[config.mk]
export PLATFORM = sky130hd
export DESIGN_NAME = job_slot_dispatcher
export DESIGN_NICKNAME = d
export VERILOG_FILES = /design/src/design/jsd_pkg.sv /design/src/design/job_slot_dispatcher.sv /design/src/design/jsd_cell.sv
export VERILOG_INCLUDE_DIRS = /design/src /design/src/design
export SDC_FILE = /design/constraint.sdc
export NUM_CORES = 2
export LEC_CHECK = 0
export ABC_AREA = 1
export BUFFER_PORTS_ARGS = -buffer_cell sky130_fd_sc_hd__buf_2
export CAP_MARGIN = 20
export CORE_MARGIN = 1
export CORE_UTILIZATION = 55
export DETAILED_ROUTE_END_ITERATION = 8
export PLACE_DENSITY_LB_ADDON = 0.08
export SLEW_MARGIN = 10
export SYNTH_ARGS = -nofsm -noshare
export SYNTH_HDL_FRONTEND = slang
export SYNTH_SLANG_ARGS = --single-unit
[constraint.sdc]
create_clock -name i_clk -period 8.4 [get_ports i_clk]
set_clock_uncertainty 0.2 [all_clocks]
set_input_delay 0 -clock i_clk [delete_from_list [all_inputs] [get_ports i_clk]]
set_output_delay 0 -clock i_clk [all_outputs]
set_load 0.02 [all_outputs]
[src/design/job_slot_dispatcher_defines.svh]
// Assertion helpers for the job slot dispatcher.
`ifndef JOB_SLOT_DISPATCHER_DEFINES_SVH
`define JOB_SLOT_DISPATCHER_DEFINES_SVH

// Clocked property, disabled while the active-low reset is asserted.
`define JSD_ASSERT(lbl, clk, rst_n, prop, msg) \
    lbl: assert property (@(posedge clk) disable iff (!rst_n) (prop)) else $error(msg);

// Condition that must never be true.
`define JSD_NEVER(lbl, clk, rst_n, cond, msg) \
    `JSD_ASSERT(lbl, clk, rst_n, !(cond), msg)

`endif

[src/design/jsd_pkg.sv]
`timescale 1ns / 1ps
package jsd_pkg;

    localparam int ID_W    = 16;
    localparam int CORE_W  = 3;
    localparam int CNT_OUT = 7;
    localparam int MAX_WRK = 8;

    typedef enum logic [2:0] {
        ACT_SUBMIT   = 3'd0,
        ACT_CLAIM    = 3'd1,
        ACT_COMPLETE = 3'd2,
        ACT_CANCEL   = 3'd3,
        ACT_QUERY    = 3'd4
    } t_action;

    typedef enum logic [2:0] {
        ST_EMPTY   = 3'd0,
        ST_QUEUED  = 3'd1,
        ST_RUNNING = 3'd2,
        ST_DONE    = 3'd3,
        ST_FAILED  = 3'd4
    } t_status;

    typedef enum logic [0:0] {
        CFG_ENABLE      = 1'b0,
        CFG_WORKER_MASK = 1'b1
    } t_cfg_reg;

    localparam logic [1:0] RC_OK     = 2'd0;
    localparam logic [1:0] RC_REJECT = 2'd1;
    localparam logic [1:0] RC_NOWRK  = 2'd2;
    localparam logic [1:0] RC_FULL   = 2'd3;

    typedef struct packed {
        logic [2:0]        action;
        logic [ID_W-1:0]   job_id;
        logic [CORE_W-1:0] core;
        logic              has_function;
        logic              require_remote;
    } t_in_item;

    typedef struct packed {
        logic [1:0]         result_code;
        logic [ID_W-1:0]    job_id_out;
        logic [CORE_W-1:0]  picked_core;
        logic [2:0]         job_status;
        logic [CNT_OUT-1:0] queued_count;
        logic [CNT_OUT-1:0] running_count;
    } t_out_item;

    typedef struct packed {
        logic              go_submit;
        logic              go_claim;
        logic              go_complete;
        logic              go_cancel;
        logic              has_function;
        logic [ID_W-1:0]   job_id;
        logic [CORE_W-1:0] core;
        logic [ID_W-1:0]   new_id;
        logic [CORE_W-1:0] new_owner;
    } t_ctl;

    typedef struct packed {
        logic              free_hit;
        logic              claim_hit;
        logic [ID_W-1:0]   claim_id;
        logic              find_hit;
        t_status           find_status;
        logic [CORE_W-1:0] find_owner;
    } t_link;

endpackage

[src/design/job_slot_dispatcher.sv]
`timescale 1ns / 1ps
// The request is registered at the accepting edge, the table is evaluated while busy,
// and the result is registered from it. The input stalls while an item is in evaluation
// or its result has not been taken. The slot search is one ripple through the cell row.
// Reset (synchronous, active low): all slots empty, next id one, round robin and
// counts zero, enable and worker mask zero. No clearing pass is needed.
module job_slot_dispatcher import jsd_pkg::*; #(
    parameter int NUM_SLOTS = 64,
    parameter int NUM_CORES = 8
) (
    input  logic       i_clk,
    input  logic       i_rst_n,
    input  logic       i_in_valid,
    output logic       o_in_stall,
    input  t_in_item   i_in_data,
    output logic       o_out_valid,
    input  logic       i_out_stall,
    output t_out_item  o_out_data,
    input  logic       i_cfg_valid,
    output logic       o_cfg_ready,
    input  logic [0:0] i_cfg_index,
    input  logic [7:0] i_cfg_data
);
    `include "job_slot_dispatcher_defines.svh"

    localparam int CW = $clog2(NUM_SLOTS + 1);

    logic              r_enable;
    logic [7:0]        r_mask;
    logic              r_busy;
    t_in_item          r_req;
    logic              r_out_valid;
    t_out_item         r_out, n_out;
    logic [ID_W-1:0]   r_next_id, n_next_id;
    logic [2:0]        r_rr, n_rr;
    logic [CW-1:0]     r_qcnt, n_qcnt, r_rcnt, n_rcnt;

    t_ctl              ctl;
    t_link             links [NUM_SLOTS+1];
    t_link             last;
    logic [7:0]        wmask;
    logic [2:0]        cnt, rr_eff, k;
    logic [CORE_W-1:0] owner;
    logic [ID_W-1:0]   inc_id;

    assign links[0]    = '0;
    assign last        = links[NUM_SLOTS];
    assign o_cfg_ready = 1'b1;
    assign o_in_stall  = r_busy | r_out_valid;
    assign o_out_valid = r_out_valid;
    assign o_out_data  = r_out;

    for (genvar g = 0; g < NUM_SLOTS; g++) begin : g_cell
        jsd_cell u_cell (
            .i_clk  (i_clk),
            .i_rst_n(i_rst_n),
            .i_ctl  (ctl),
            .i_link (links[g]),
            .o_link (links[g+1])
        );
    end

    always_comb begin
        wmask = '0;
        for (int i = 1; i < MAX_WRK; i++) begin
            if (i < NUM_CORES) wmask[i] = r_mask[i];
        end
        cnt = '0;
        for (int i = 1; i < MAX_WRK; i++) cnt = cnt + 3'(wmask[i]);
        rr_eff = (r_rr >= cnt) ? 3'd0 : r_rr;
        owner  = '0;
        k      = '0;
        for (int i = 1; i < MAX_WRK; i++) begin
            if (wmask[i]) begin
                if (k == rr_eff) owner = CORE_W'(i);
                k = k + 3'd1;
            end
        end
        inc_id = r_next_id + 1'b1;
        if (inc_id == '0) inc_id = {{(ID_W-1){1'b0}}, 1'b1};

        ctl              = '0;
        ctl.has_function = r_req.has_function;
        ctl.job_id       = r_req.job_id;
        ctl.core         = r_req.core;
        ctl.new_id       = r_next_id;
        ctl.new_owner    = owner;

        n_out       = '0;
        n_next_id   = r_next_id;
        n_rr        = r_rr;
        n_qcnt      = r_qcnt;
        n_rcnt      = r_rcnt;

        case (r_req.action)
            ACT_SUBMIT: begin
                if (!r_enable || !r_req.has_function) begin
                    n_out.result_code = RC_REJECT;
                end else if (cnt == '0) begin
                    n_out.result_code = RC_NOWRK;
                end else begin
                    n_rr = rr_eff + 3'd1;
                    if (!last.free_hit) begin
                        n_out.result_code = RC_FULL;
                    end else begin
                        ctl.go_submit     = r_busy;
                        n_out.job_id_out  = r_next_id;
                        n_out.picked_core = owner;
                        n_next_id         = inc_id;
                        n_qcnt            = r_qcnt + 1'b1;
                    end
                end
            end
            ACT_CLAIM: begin
                if (last.claim_hit) begin
                    ctl.go_claim     = r_busy;
                    n_out.job_id_out = last.claim_id;
                    n_qcnt           = r_qcnt - 1'b1;
                    n_rcnt           = r_rcnt + 1'b1;
                end else begin
                    n_out.result_code = RC_REJECT;
                end
            end
            ACT_COMPLETE: begin
                if (last.find_hit && last.find_status == ST_RUNNING
                        && last.find_owner == r_req.core) begin
                    ctl.go_complete = r_busy;
                    n_rcnt          = r_rcnt - 1'b1;
                end else begin
                    n_out.result_code = RC_REJECT;
                end
            end
            ACT_CANCEL: begin
                if (!last.find_hit) begin
                    n_out.result_code = RC_NOWRK;
                end else if (last.find_status == ST_QUEUED) begin
                    ctl.go_cancel = r_busy;
                    n_qcnt        = r_qcnt - 1'b1;
                end else if (last.find_status == ST_RUNNING) begin
                    n_out.result_code = RC_REJECT;
                end
            end
            ACT_QUERY: begin
                n_out.job_status = last.find_hit ? last.find_status : ST_EMPTY;
            end
            default: begin
            end
        endcase

        n_out.queued_count  = (32'(n_qcnt) > 32'd127) ? 7'd127 : CNT_OUT'(n_qcnt);
        n_out.running_count = (32'(n_rcnt) > 32'd127) ? 7'd127 : CNT_OUT'(n_rcnt);
    end

    always_ff @(posedge i_clk) begin
        if (!i_rst_n) begin
            r_enable    <= 1'b0;
            r_mask      <= '0;
            r_busy      <= 1'b0;
            r_out_valid <= 1'b0;
            r_next_id   <= {{(ID_W-1){1'b0}}, 1'b1};
            r_rr        <= '0;
            r_qcnt      <= '0;
            r_rcnt      <= '0;
        end else begin
            if (i_cfg_valid) begin
                unique case (i_cfg_index)
                    CFG_ENABLE:      r_enable <= i_cfg_data[0];
                    CFG_WORKER_MASK: r_mask   <= i_cfg_data;
                    default: begin
                    end
                endcase
            end
            if (r_out_valid && !i_out_stall) r_out_valid <= 1'b0;
            if (i_in_valid && !o_in_stall) begin
                r_busy <= 1'b1;
            end else if (r_busy) begin
                r_busy      <= 1'b0;
                r_out_valid <= 1'b1;
                r_next_id   <= n_next_id;
                r_rr        <= n_rr;
                r_qcnt      <= n_qcnt;
                r_rcnt      <= n_rcnt;
            end
        end
        if (i_in_valid && !o_in_stall) r_req <= i_in_data;
        if (r_busy) r_out <= n_out;
    end

    `JSD_ASSERT(a_busy_one_cycle, i_clk, i_rst_n, r_busy |=> !r_busy, "evaluation held two cycles")
    `JSD_ASSERT(a_out_after_eval, i_clk, i_rst_n, $rose(r_out_valid) |-> $past(r_busy), "result without evaluation")
    `JSD_NEVER(a_count_bound, i_clk, i_rst_n, 32'(r_qcnt) + 32'(r_rcnt) > NUM_SLOTS, "live counts exceed slots")
    `JSD_NEVER(a_one_go, i_clk, i_rst_n, !$onehot0({ctl.go_submit, ctl.go_claim, ctl.go_complete, ctl.go_cancel}), "several table updates at once")

endmodule

[src/design/jsd_cell.sv]
`timescale 1ns / 1ps
module jsd_cell import jsd_pkg::*; (
    input  logic  i_clk,
    input  logic  i_rst_n,
    input  t_ctl  i_ctl,
    input  t_link i_link,
    output t_link o_link
);

    t_status           r_status, n_status;
    logic [ID_W-1:0]   r_id, n_id;
    logic [CORE_W-1:0] r_owner, n_owner;
    logic              free, claim, find, sel_free, sel_claim, sel_find;

    always_comb begin
        free  = (r_status == ST_EMPTY) || (r_status == ST_DONE) || (r_status == ST_FAILED);
        claim = (r_status == ST_QUEUED) && (r_owner == i_ctl.core);
        find  = (r_status != ST_EMPTY) && (r_id == i_ctl.job_id);
        sel_free  = free  && !i_link.free_hit;
        sel_claim = claim && !i_link.claim_hit;
        sel_find  = find  && !i_link.find_hit;

        o_link.free_hit    = i_link.free_hit | free;
        o_link.claim_hit   = i_link.claim_hit | claim;
        o_link.claim_id    = sel_claim ? r_id : i_link.claim_id;
        o_link.find_hit    = i_link.find_hit | find;
        o_link.find_status = sel_find ? r_status : i_link.find_status;
        o_link.find_owner  = sel_find ? r_owner : i_link.find_owner;

        n_status = r_status;
        n_id     = r_id;
        n_owner  = r_owner;
        if (i_ctl.go_submit && sel_free) begin
            n_status = ST_QUEUED;
            n_id     = i_ctl.new_id;
            n_owner  = i_ctl.new_owner;
        end
        if (i_ctl.go_claim && sel_claim) begin
            n_status = ST_RUNNING;
        end
        if (i_ctl.go_complete && sel_find && r_status == ST_RUNNING
                && r_owner == i_ctl.core) begin
            n_status = i_ctl.has_function ? ST_DONE : ST_FAILED;
        end
        if (i_ctl.go_cancel && sel_find && r_status == ST_QUEUED) begin
            n_status = ST_FAILED;
        end
    end

    always_ff @(posedge i_clk) begin
        if (!i_rst_n) begin
            r_status <= ST_EMPTY;
        end else begin
            r_status <= n_status;
        end
        r_id    <= n_id;
        r_owner <= n_owner;
    end

endmodule
Word level (Yosys, flattened, before mapping)
Index checks and enable logic that the tools add are counted.

Register bits: 1513. Bits of input ports: 38. Logic and storage cells: 2818.

Add/sub/neg operators: 17. $lt $le $gt $ge: 1. Eq/ne operators: 397. Muxes and demuxes: 510. Bitwise operators: 197. Reduce and logical (&&, ||, !) cells: 1422.

Operators by type and width (count): $mux W3 (403); $mux W16 (66); $eq A16 B16 Y1 (64); $logic_and A1 B1 Y1 (769); $eq A3 B2 Y1 const B (131); $reduce_bool A3 Y1 (128); $reduce_bool A4 Y1 (64); $eq A3 B3 Y1 (71); $logic_not A3 Y1 (67); $eq A3 B1 Y1 const B (66); $eq A3 B3 Y1 const B (65); $logic_not A1 Y1 (193); $or A1 B1 Y1 (190); $logic_or A1 B1 Y1 (129); $reduce_or A2 Y1 (64); $mux W19 (3); $mux W7 (8); $pmux W16 S2 (1); $mux W1 (22); $pmux W7 S3 (1); $add A3 B1 Y3 const B (6); $add A16 B1 Y16 const B (1); $logic_not A16 Y1 (1); $add A7 B1 Y7 const B (2); other kinds (13) (29).

Longest topological paths before layout
Depth in word-level cells: 77. Gate-level depth with buffers: 133. Mapped depth without buffers: 131.

Hierarchy
From an unflattened synthesis, not the netlist that was laid out.

Cell total of the unflattened synthesis: 13311. Area, all modules: 102044.1 um^2.

Modules (own cells, without submodules): jsd_cell (times used 64, cells an instance 197, area an instance 1503.9 um^2); job_slot_dispatcher (times used 1, cells an instance 703, area an instance 5791.8 um^2).

Worst setup path after synthesis
OpenSTA, ideal clock, no wires.

Path type: register to register. From: register g_cell[0].u_cell.r_status[0]. To: register g_cell[62].u_cell.r_status[2]. Arrival time: 8.106 ns. Setup slack: -0.035 ns. Stages on the path, launching flop included: 61. Period minus slack after synthesis: 8.435 ns. Cell sequence: dfxtp_1 inv_1 nor3_1 a21oi_1 nand2_1 nor3_1 inv_1 nor2_1 nand2_1 nor2_1 nand3_1 inv_1 nand3_1 nor2_1 nand2_1 inv_1 nand3_1 nor2_1 [... 25 more ...] inv_1 nand3_1 nor2_1 nand2_1 inv_1 nand3_1 nor2_1 nand3_1 nor2_1 nand4_1 nor2_1 nand4_1 nor2_1 nand4_1 nor4_1 inv_1 nand4_1 a21oi_1.

Longest elaborated chain between the ends: 77.

Ends and longest elaborated chain: start: declaration (RTL line jsd_cell.sv:10) `t_status r_status, n_status;`; start signal: assignment (RTL line jsd_cell.sv:54) `r_status <= n_status;`; $reduce_bool A3 Y1 (RTL line jsd_cell.sv:18) `find = (r_status != ST_EMPTY) && (r_id == i_ctl.job_id);`; $logic_and A1 B1 Y1 (RTL line jsd_cell.sv:18); $logic_not A1 Y1 or $or A1 B1 Y1 (tied branches) (RTL line jsd_cell.sv:21, jsd_cell.sv:26); $logic_and A1 B1 Y1 (tied with other cells) (RTL line jsd_cell.sv:21) `sel_find = find && !i_link.find_hit;`; $mux W3 (tied with other cells) (61 in series) (RTL line jsd_cell.sv:27) `o_link.find_status = sel_find ? r_status : i_link.find_status;`; $mux W3 or $logic_and A1 B1 Y1 (tied branches) (RTL line jsd_cell.sv:27, jsd_cell.sv:21); $mux W3 (RTL line jsd_cell.sv:27); $eq A3 B2 Y1 (RTL line job_slot_dispatcher.sv:125) `if (last.find_hit && last.find_status == ST_RUNNING`; $logic_and A1 B1 Y1 (RTL line job_slot_dispatcher.sv:125); $logic_and A1 B1 Y1 (RTL line job_slot_dispatcher.sv:126) `&& last.find_owner == r_req.core) begin`; $mux W1 (RTL line job_slot_dispatcher.sv:125); $mux W1 (RTL line job_slot_dispatcher.sv:95) `case (r_req.action)`; $logic_and A1 B1 Y1 (2 in series) (RTL line jsd_cell.sv:41) `if (i_ctl.go_complete && sel_find && r_status == ST_RUNNING`; $logic_and A1 B1 Y1 (RTL line jsd_cell.sv:42) `&& r_owner == i_ctl.core) begin`; $mux W3 (RTL line jsd_cell.sv:41); $mux W3 (RTL line jsd_cell.sv:45) `if (i_ctl.go_cancel && sel_find && r_status == ST_QUEUED) begin`; end signal: assignment (RTL line jsd_cell.sv:54); end: declaration (RTL line jsd_cell.sv:10).

Parallel ways exist; a longest one is shown, timed or not. A chain may end at the register's enable or synchronous reset.

Worst setup path in the final report
From: register r_req, in the netlist ctl[36]. To: register g_cell[6].u_cell.r_status[2].

Longest elaborated chain between the ends: 77.

Ends and longest elaborated chain: start: declaration (RTL line job_slot_dispatcher.sv:31) `t_in_item r_req;`; start signal: assignment (RTL line job_slot_dispatcher.sv:185) `if (i_in_valid && !o_in_stall) r_req <= i_in_data;`; $eq A16 B16 Y1 (RTL line jsd_cell.sv:18); $logic_and A1 B1 Y1 (RTL line jsd_cell.sv:18); $logic_not A1 Y1 or $or A1 B1 Y1 (tied branches) (RTL line jsd_cell.sv:21, jsd_cell.sv:26); $logic_and A1 B1 Y1 (tied with other cells) (RTL line jsd_cell.sv:21); $mux W3 (tied with other cells) (61 in series) (RTL line jsd_cell.sv:27); $mux W3 or $logic_and A1 B1 Y1 (tied branches) (RTL line jsd_cell.sv:27, jsd_cell.sv:21); $mux W3 (RTL line jsd_cell.sv:27); $eq A3 B2 Y1 (RTL line job_slot_dispatcher.sv:125); $logic_and A1 B1 Y1 (RTL line job_slot_dispatcher.sv:125); $logic_and A1 B1 Y1 (RTL line job_slot_dispatcher.sv:126); $mux W1 (RTL line job_slot_dispatcher.sv:125); $mux W1 (RTL line job_slot_dispatcher.sv:95); $logic_and A1 B1 Y1 (2 in series) (RTL line jsd_cell.sv:41); $logic_and A1 B1 Y1 (RTL line jsd_cell.sv:42); $mux W3 (RTL line jsd_cell.sv:41); $mux W3 (RTL line jsd_cell.sv:45); end signal: assignment (RTL line jsd_cell.sv:54); end: declaration (RTL line jsd_cell.sv:10).

Parallel ways exist; a longest one is shown, timed or not.

==> impl_metrics.json <==
{
  "place.detailed.hpwl_mm": 219,
  "route.met3.wl_mm": 41.9,
  "grt_setup_unrepaired": "true",
  "clock_sinks": 1512,
  "synthArstFlopShare_pct": 0,
  "routed-wl-met2_mm": 141,
  "stdcell_area_um2": 106000,
  "totalNegativeSetupSlack_ns": -2662.84,
  "pin_count_of_the_biggest_net_entering_global_routing": 67,
  "detail_route.wirelength_mm": 325,
  "floorplan.initialDensity_pct": 55.5,
  "maxCapViolCount": 0,
  "die_height_um": 386,
  "synth.lib_cells_used.distinct": 72,
  "clock_root_buffer_master": "sky130_fd_sc_hd__clkbuf_16",
  "post_route_cells_drive_above_1_share_pct": 26.9,
  "count_of_final_max_slew_check_failures": 0,
  "synth.net_count": 8685,
  "first_iter_violations": 9936,
  "gp_congestion": 1.03,
  "core_region_area_um2": 146000,
  "tritoncts": "yes",
  "syn-mean-instance-area_um2": 9.38,
  "routedLengthMet1_mm": 121,
  "crit_path_top_delay_cell": "sky130_fd_sc_hd__edfxtp_1",
  "filler_cell_count": 10685,
  "violations": "negative setup slack",
  "critPathLaunchType": "flip-flop",
  "syn-cell-area_um2": 80900,
  "maximum_buffer_depth_of_the_clock_tree": 3,
  "worst_hold_path_type": "in2reg",
  "final_util_pct": 72.5,
  "grt_first_pass_wirelength_mm": 467,
  "cts-buffers-inserted": 166,
  "post-route-period-util_pct": 130,
  "grtUsageTotal_pct": 42.5,
  "drt_pass1_iterations": 8,
  "ctsHtreeMaxLevel": 4,
  "design_power_total_uw": 16700,
  "io_pins": 79,
  "timing.critical_path.to_type": "flip-flop",
  "total_leakage_power_uw": 0.0421,
  "insertion_delay_of_the_later_clocked_pin_in_the_worst_skew_pair_ns": 0.82,
  "post_drt_via_cell_ratio": 6.34,
  "pwr_density_cell_nw_per_um2": 158,
  "top_layer_used": "met5",
  "global_route.overflow_total": 0,
  "post_detailed_placement_cell_area_um2": 94700,
  "slew-limit-headroom_pct": 7.85,
  "cp.arrival_ns": 11.46,
  "die_width_um": 386,
  "buffer_ports.inserted": 76,
  "portion_of_the_post_synthesis_area_used_by_sequential_elements_pct": 53.2,
  "post-route-worst-setup-slack_ns": -2.54,
  "drc": 0,
  "area.growth.synth_to_final_pct": 30.8,
  "critPathMaxStageDelay_ns": 0.41,
  "hold_viol": 0,
  "vias_in_the_first_global_route": 74460,
  "number_of_vias_in_the_routed_layout": 78109,
  "timing.critical_path.max_delay_family": "simple AND/OR/NAND/NOR gates",
  "finish.net_count": 10308,
  "ys_ff_latch": 1512,
  "yosys_warnings": 0,
  "postSynthCellCount": 8628,
  "run_status": "complete, but fails checks",
  "path_class": "reg2reg",
  "timing.final.crit_period_ns": 10.94,
  "critical_path_buf_inv_count": 8,
  "required_ns": 8.91,
  "floorplan.rows": 140,
  "worst_slew_pin_slew_ns": 1.37,
  "design.die.area_um2": 149000,
  "clkTransAtPathRegs_ns": 0.06,
  "wl_per_cell_um": 26.4,
  "ys_dominant_reg_cell": "sky130_fd_sc_hd__edfxtp_1",
  "crit_fanout": 6,
  "antenna_found_initial": 10,
  "max_freq_mhz": 91.4,
  "post_synth_edffs": 1277,
  "drt.antenna.violating_nets": 0,
  "vdd_drop_max_uv": 167,
  "setup_viol_count_final": 1476
}
report_power, final:
part	switching (uW)	internal (uW)
Clock	3140	4170
Sequential	26.1	8130
Combinational	853	379
registers in the layout, indices dropped and copies added (netlist names), 3 cells and up:
register / count
ctl: 20
g_cell.u_cell.r_id: 1024
g_cell.u_cell.r_owner: 192
g_cell.u_cell.r_status: 192
o_out_data: 38
r_mask: 7
r_next_id: 16
r_qcnt: 7
r_rcnt: 7
r_req: 3
r_rr: 3
worst min-delay path: stages:
cell	delay, ns
sky130_fd_sc_hd__buf_2	0.11
sky130_fd_sc_hd__nand2_1	0.33
sky130_fd_sc_hd__a21oi_1	0.12
sky130_fd_sc_hd__dlygate4sd3_1	0.54
final timing paths:
check | slack (ns) | from | cells after the start | end
min | 0.16 | i_cfg_index | 4 | r_mask[6]
max | -2.54 | ctl[36] | 69 | g_cell[6].u_cell.r_status[2]
min reg2reg | 0.27 | r_next_id[5] | 0 | g_cell[62].u_cell.r_id[5]
max reg2reg | -2.54 | ctl[36] | 69 | g_cell[6].u_cell.r_status[2]
layout by cell type (no fill, tap or decap), types with 23 or more instances in the layout:
cell / instances
sky130_fd_sc_hd__inv_1: 828
sky130_fd_sc_hd__clkbuf_1: 48
sky130_fd_sc_hd__inv_2: 50
sky130_fd_sc_hd__dfxtp_1: 218
sky130_fd_sc_hd__clkbuf_16: 173
sky130_fd_sc_hd__clkinv_2: 36
sky130_fd_sc_hd__buf_6: 51
sky130_fd_sc_hd__nand3_2: 64
sky130_fd_sc_hd__a21oi_2: 64
sky130_fd_sc_hd__nand2_2: 133
sky130_fd_sc_hd__buf_2: 77
sky130_fd_sc_hd__xnor2_1: 258
sky130_fd_sc_hd__nor4_1: 210
sky130_fd_sc_hd__nor3_2: 94
sky130_fd_sc_hd__xor2_1: 482
sky130_fd_sc_hd__edfxtp_1: 1277
sky130_fd_sc_hd__buf_4: 1433
sky130_fd_sc_hd__nand4_1: 268
sky130_fd_sc_hd__nand2_4: 43
sky130_fd_sc_hd__o21ai_1: 35
sky130_fd_sc_hd__nand3_4: 23
sky130_fd_sc_hd__o21ai_2: 31
sky130_fd_sc_hd__nor2_1: 339
sky130_fd_sc_hd__a221oi_2: 74
sky130_fd_sc_hd__o21ai_0: 332
sky130_fd_sc_hd__o2111ai_1: 28
sky130_fd_sc_hd__nor3_1: 287
sky130_fd_sc_hd__a21oi_1: 403
sky130_fd_sc_hd__dlygate4sd3_1: 85
sky130_fd_sc_hd__o22ai_1: 252
sky130_fd_sc_hd__buf_12: 113
sky130_fd_sc_hd__clkinv_1: 50
sky130_fd_sc_hd__nor2_2: 56
sky130_fd_sc_hd__nand3_1: 354
sky130_fd_sc_hd__nand2_1: 1477
sky130_fd_sc_hd__or2_2: 75
sky130_fd_sc_hd__a221oi_1: 147
sky130_fd_sc_hd__o211ai_1: 75
cells by family (layout without fill, tap and decap cells):
family,after synthesis,after routing,share of synthesized area [%]
flip-flops,1512,1512,53.2
AO/OA/AOI/OAI,1583,1583,12.1
adder cells (fa/ha/maj),19,19,0.331
other,1,9,0.00463
buffers and inverters,1255,3018,6.25
AND/OR/NAND/NOR,3513,3514,20.1
XOR/XNOR,745,745,8.06
routing by layer:
layer  GRT usage (%)  up-vias
met5               0        -
met4            22.7        8
met3            9.74     1231
met2            64.7     5405
met1            56.4    37372
li1                -    34093
cell usage after synthesis, types with 170 or more instances:
cell	n	area, um2
sky130_fd_sc_hd__nand3_1	418	2090
sky130_fd_sc_hd__dfxtp_1	235	4700
sky130_fd_sc_hd__clkbuf_1	170	638
sky130_fd_sc_hd__nor2_1	380	1430
sky130_fd_sc_hd__xor2_1	482	4220
sky130_fd_sc_hd__edfxtp_1	1277	38300
sky130_fd_sc_hd__nor3_1	378	1890
sky130_fd_sc_hd__nand4_1	268	1680
sky130_fd_sc_hd__o21ai_0	367	1840
sky130_fd_sc_hd__nor4_1	223	1400
sky130_fd_sc_hd__a21oi_1	466	2330
sky130_fd_sc_hd__inv_1	853	3200
sky130_fd_sc_hd__xnor2_1	263	2300
sky130_fd_sc_hd__nand2_1	1656	6220
sky130_fd_sc_hd__o22ai_1	256	1600
sky130_fd_sc_hd__a221oi_1	223	1950
metrics by stage:
stage                     hold WS (ns)  cells  setup slack (ns)
final                            0.161  12317             -2.54
after global routing             0.170  12310             -3.11
after CTS                        0.101  12253             -2.14
after detailed placement       -0.0191  11756             -3.20
after global placement         -0.0211  11756             -3.05
after floorplan                 -0.101   8628             0.215
timing repair:
action                                  4_1_cts  5_1_grt
cloned                                       13        3
hold buffers                                 85        0
hold endpoints to repair                    101        0
endpoints found under the setup margin     1476     1476
resized for setup                           464      392
setup buffers                                92       58
pin swaps                                   139      184
cell type report:
class	instances	area (um2)	area share [%]
Sequential cell	1512	43100	40.7
Multi-Input combinational cell	5862	36100	34.1
Timing Repair Buffer	1783	15400	14.5
Clock buffer	223	4500	4.25
Inverter	926	3560	3.37
Tap cell	1917	2400	2.27
Clock inverter	86	811	0.766
Antenna cell	8	20.0	0.0189
Note: power is estimated with default switching activity, not from simulation.
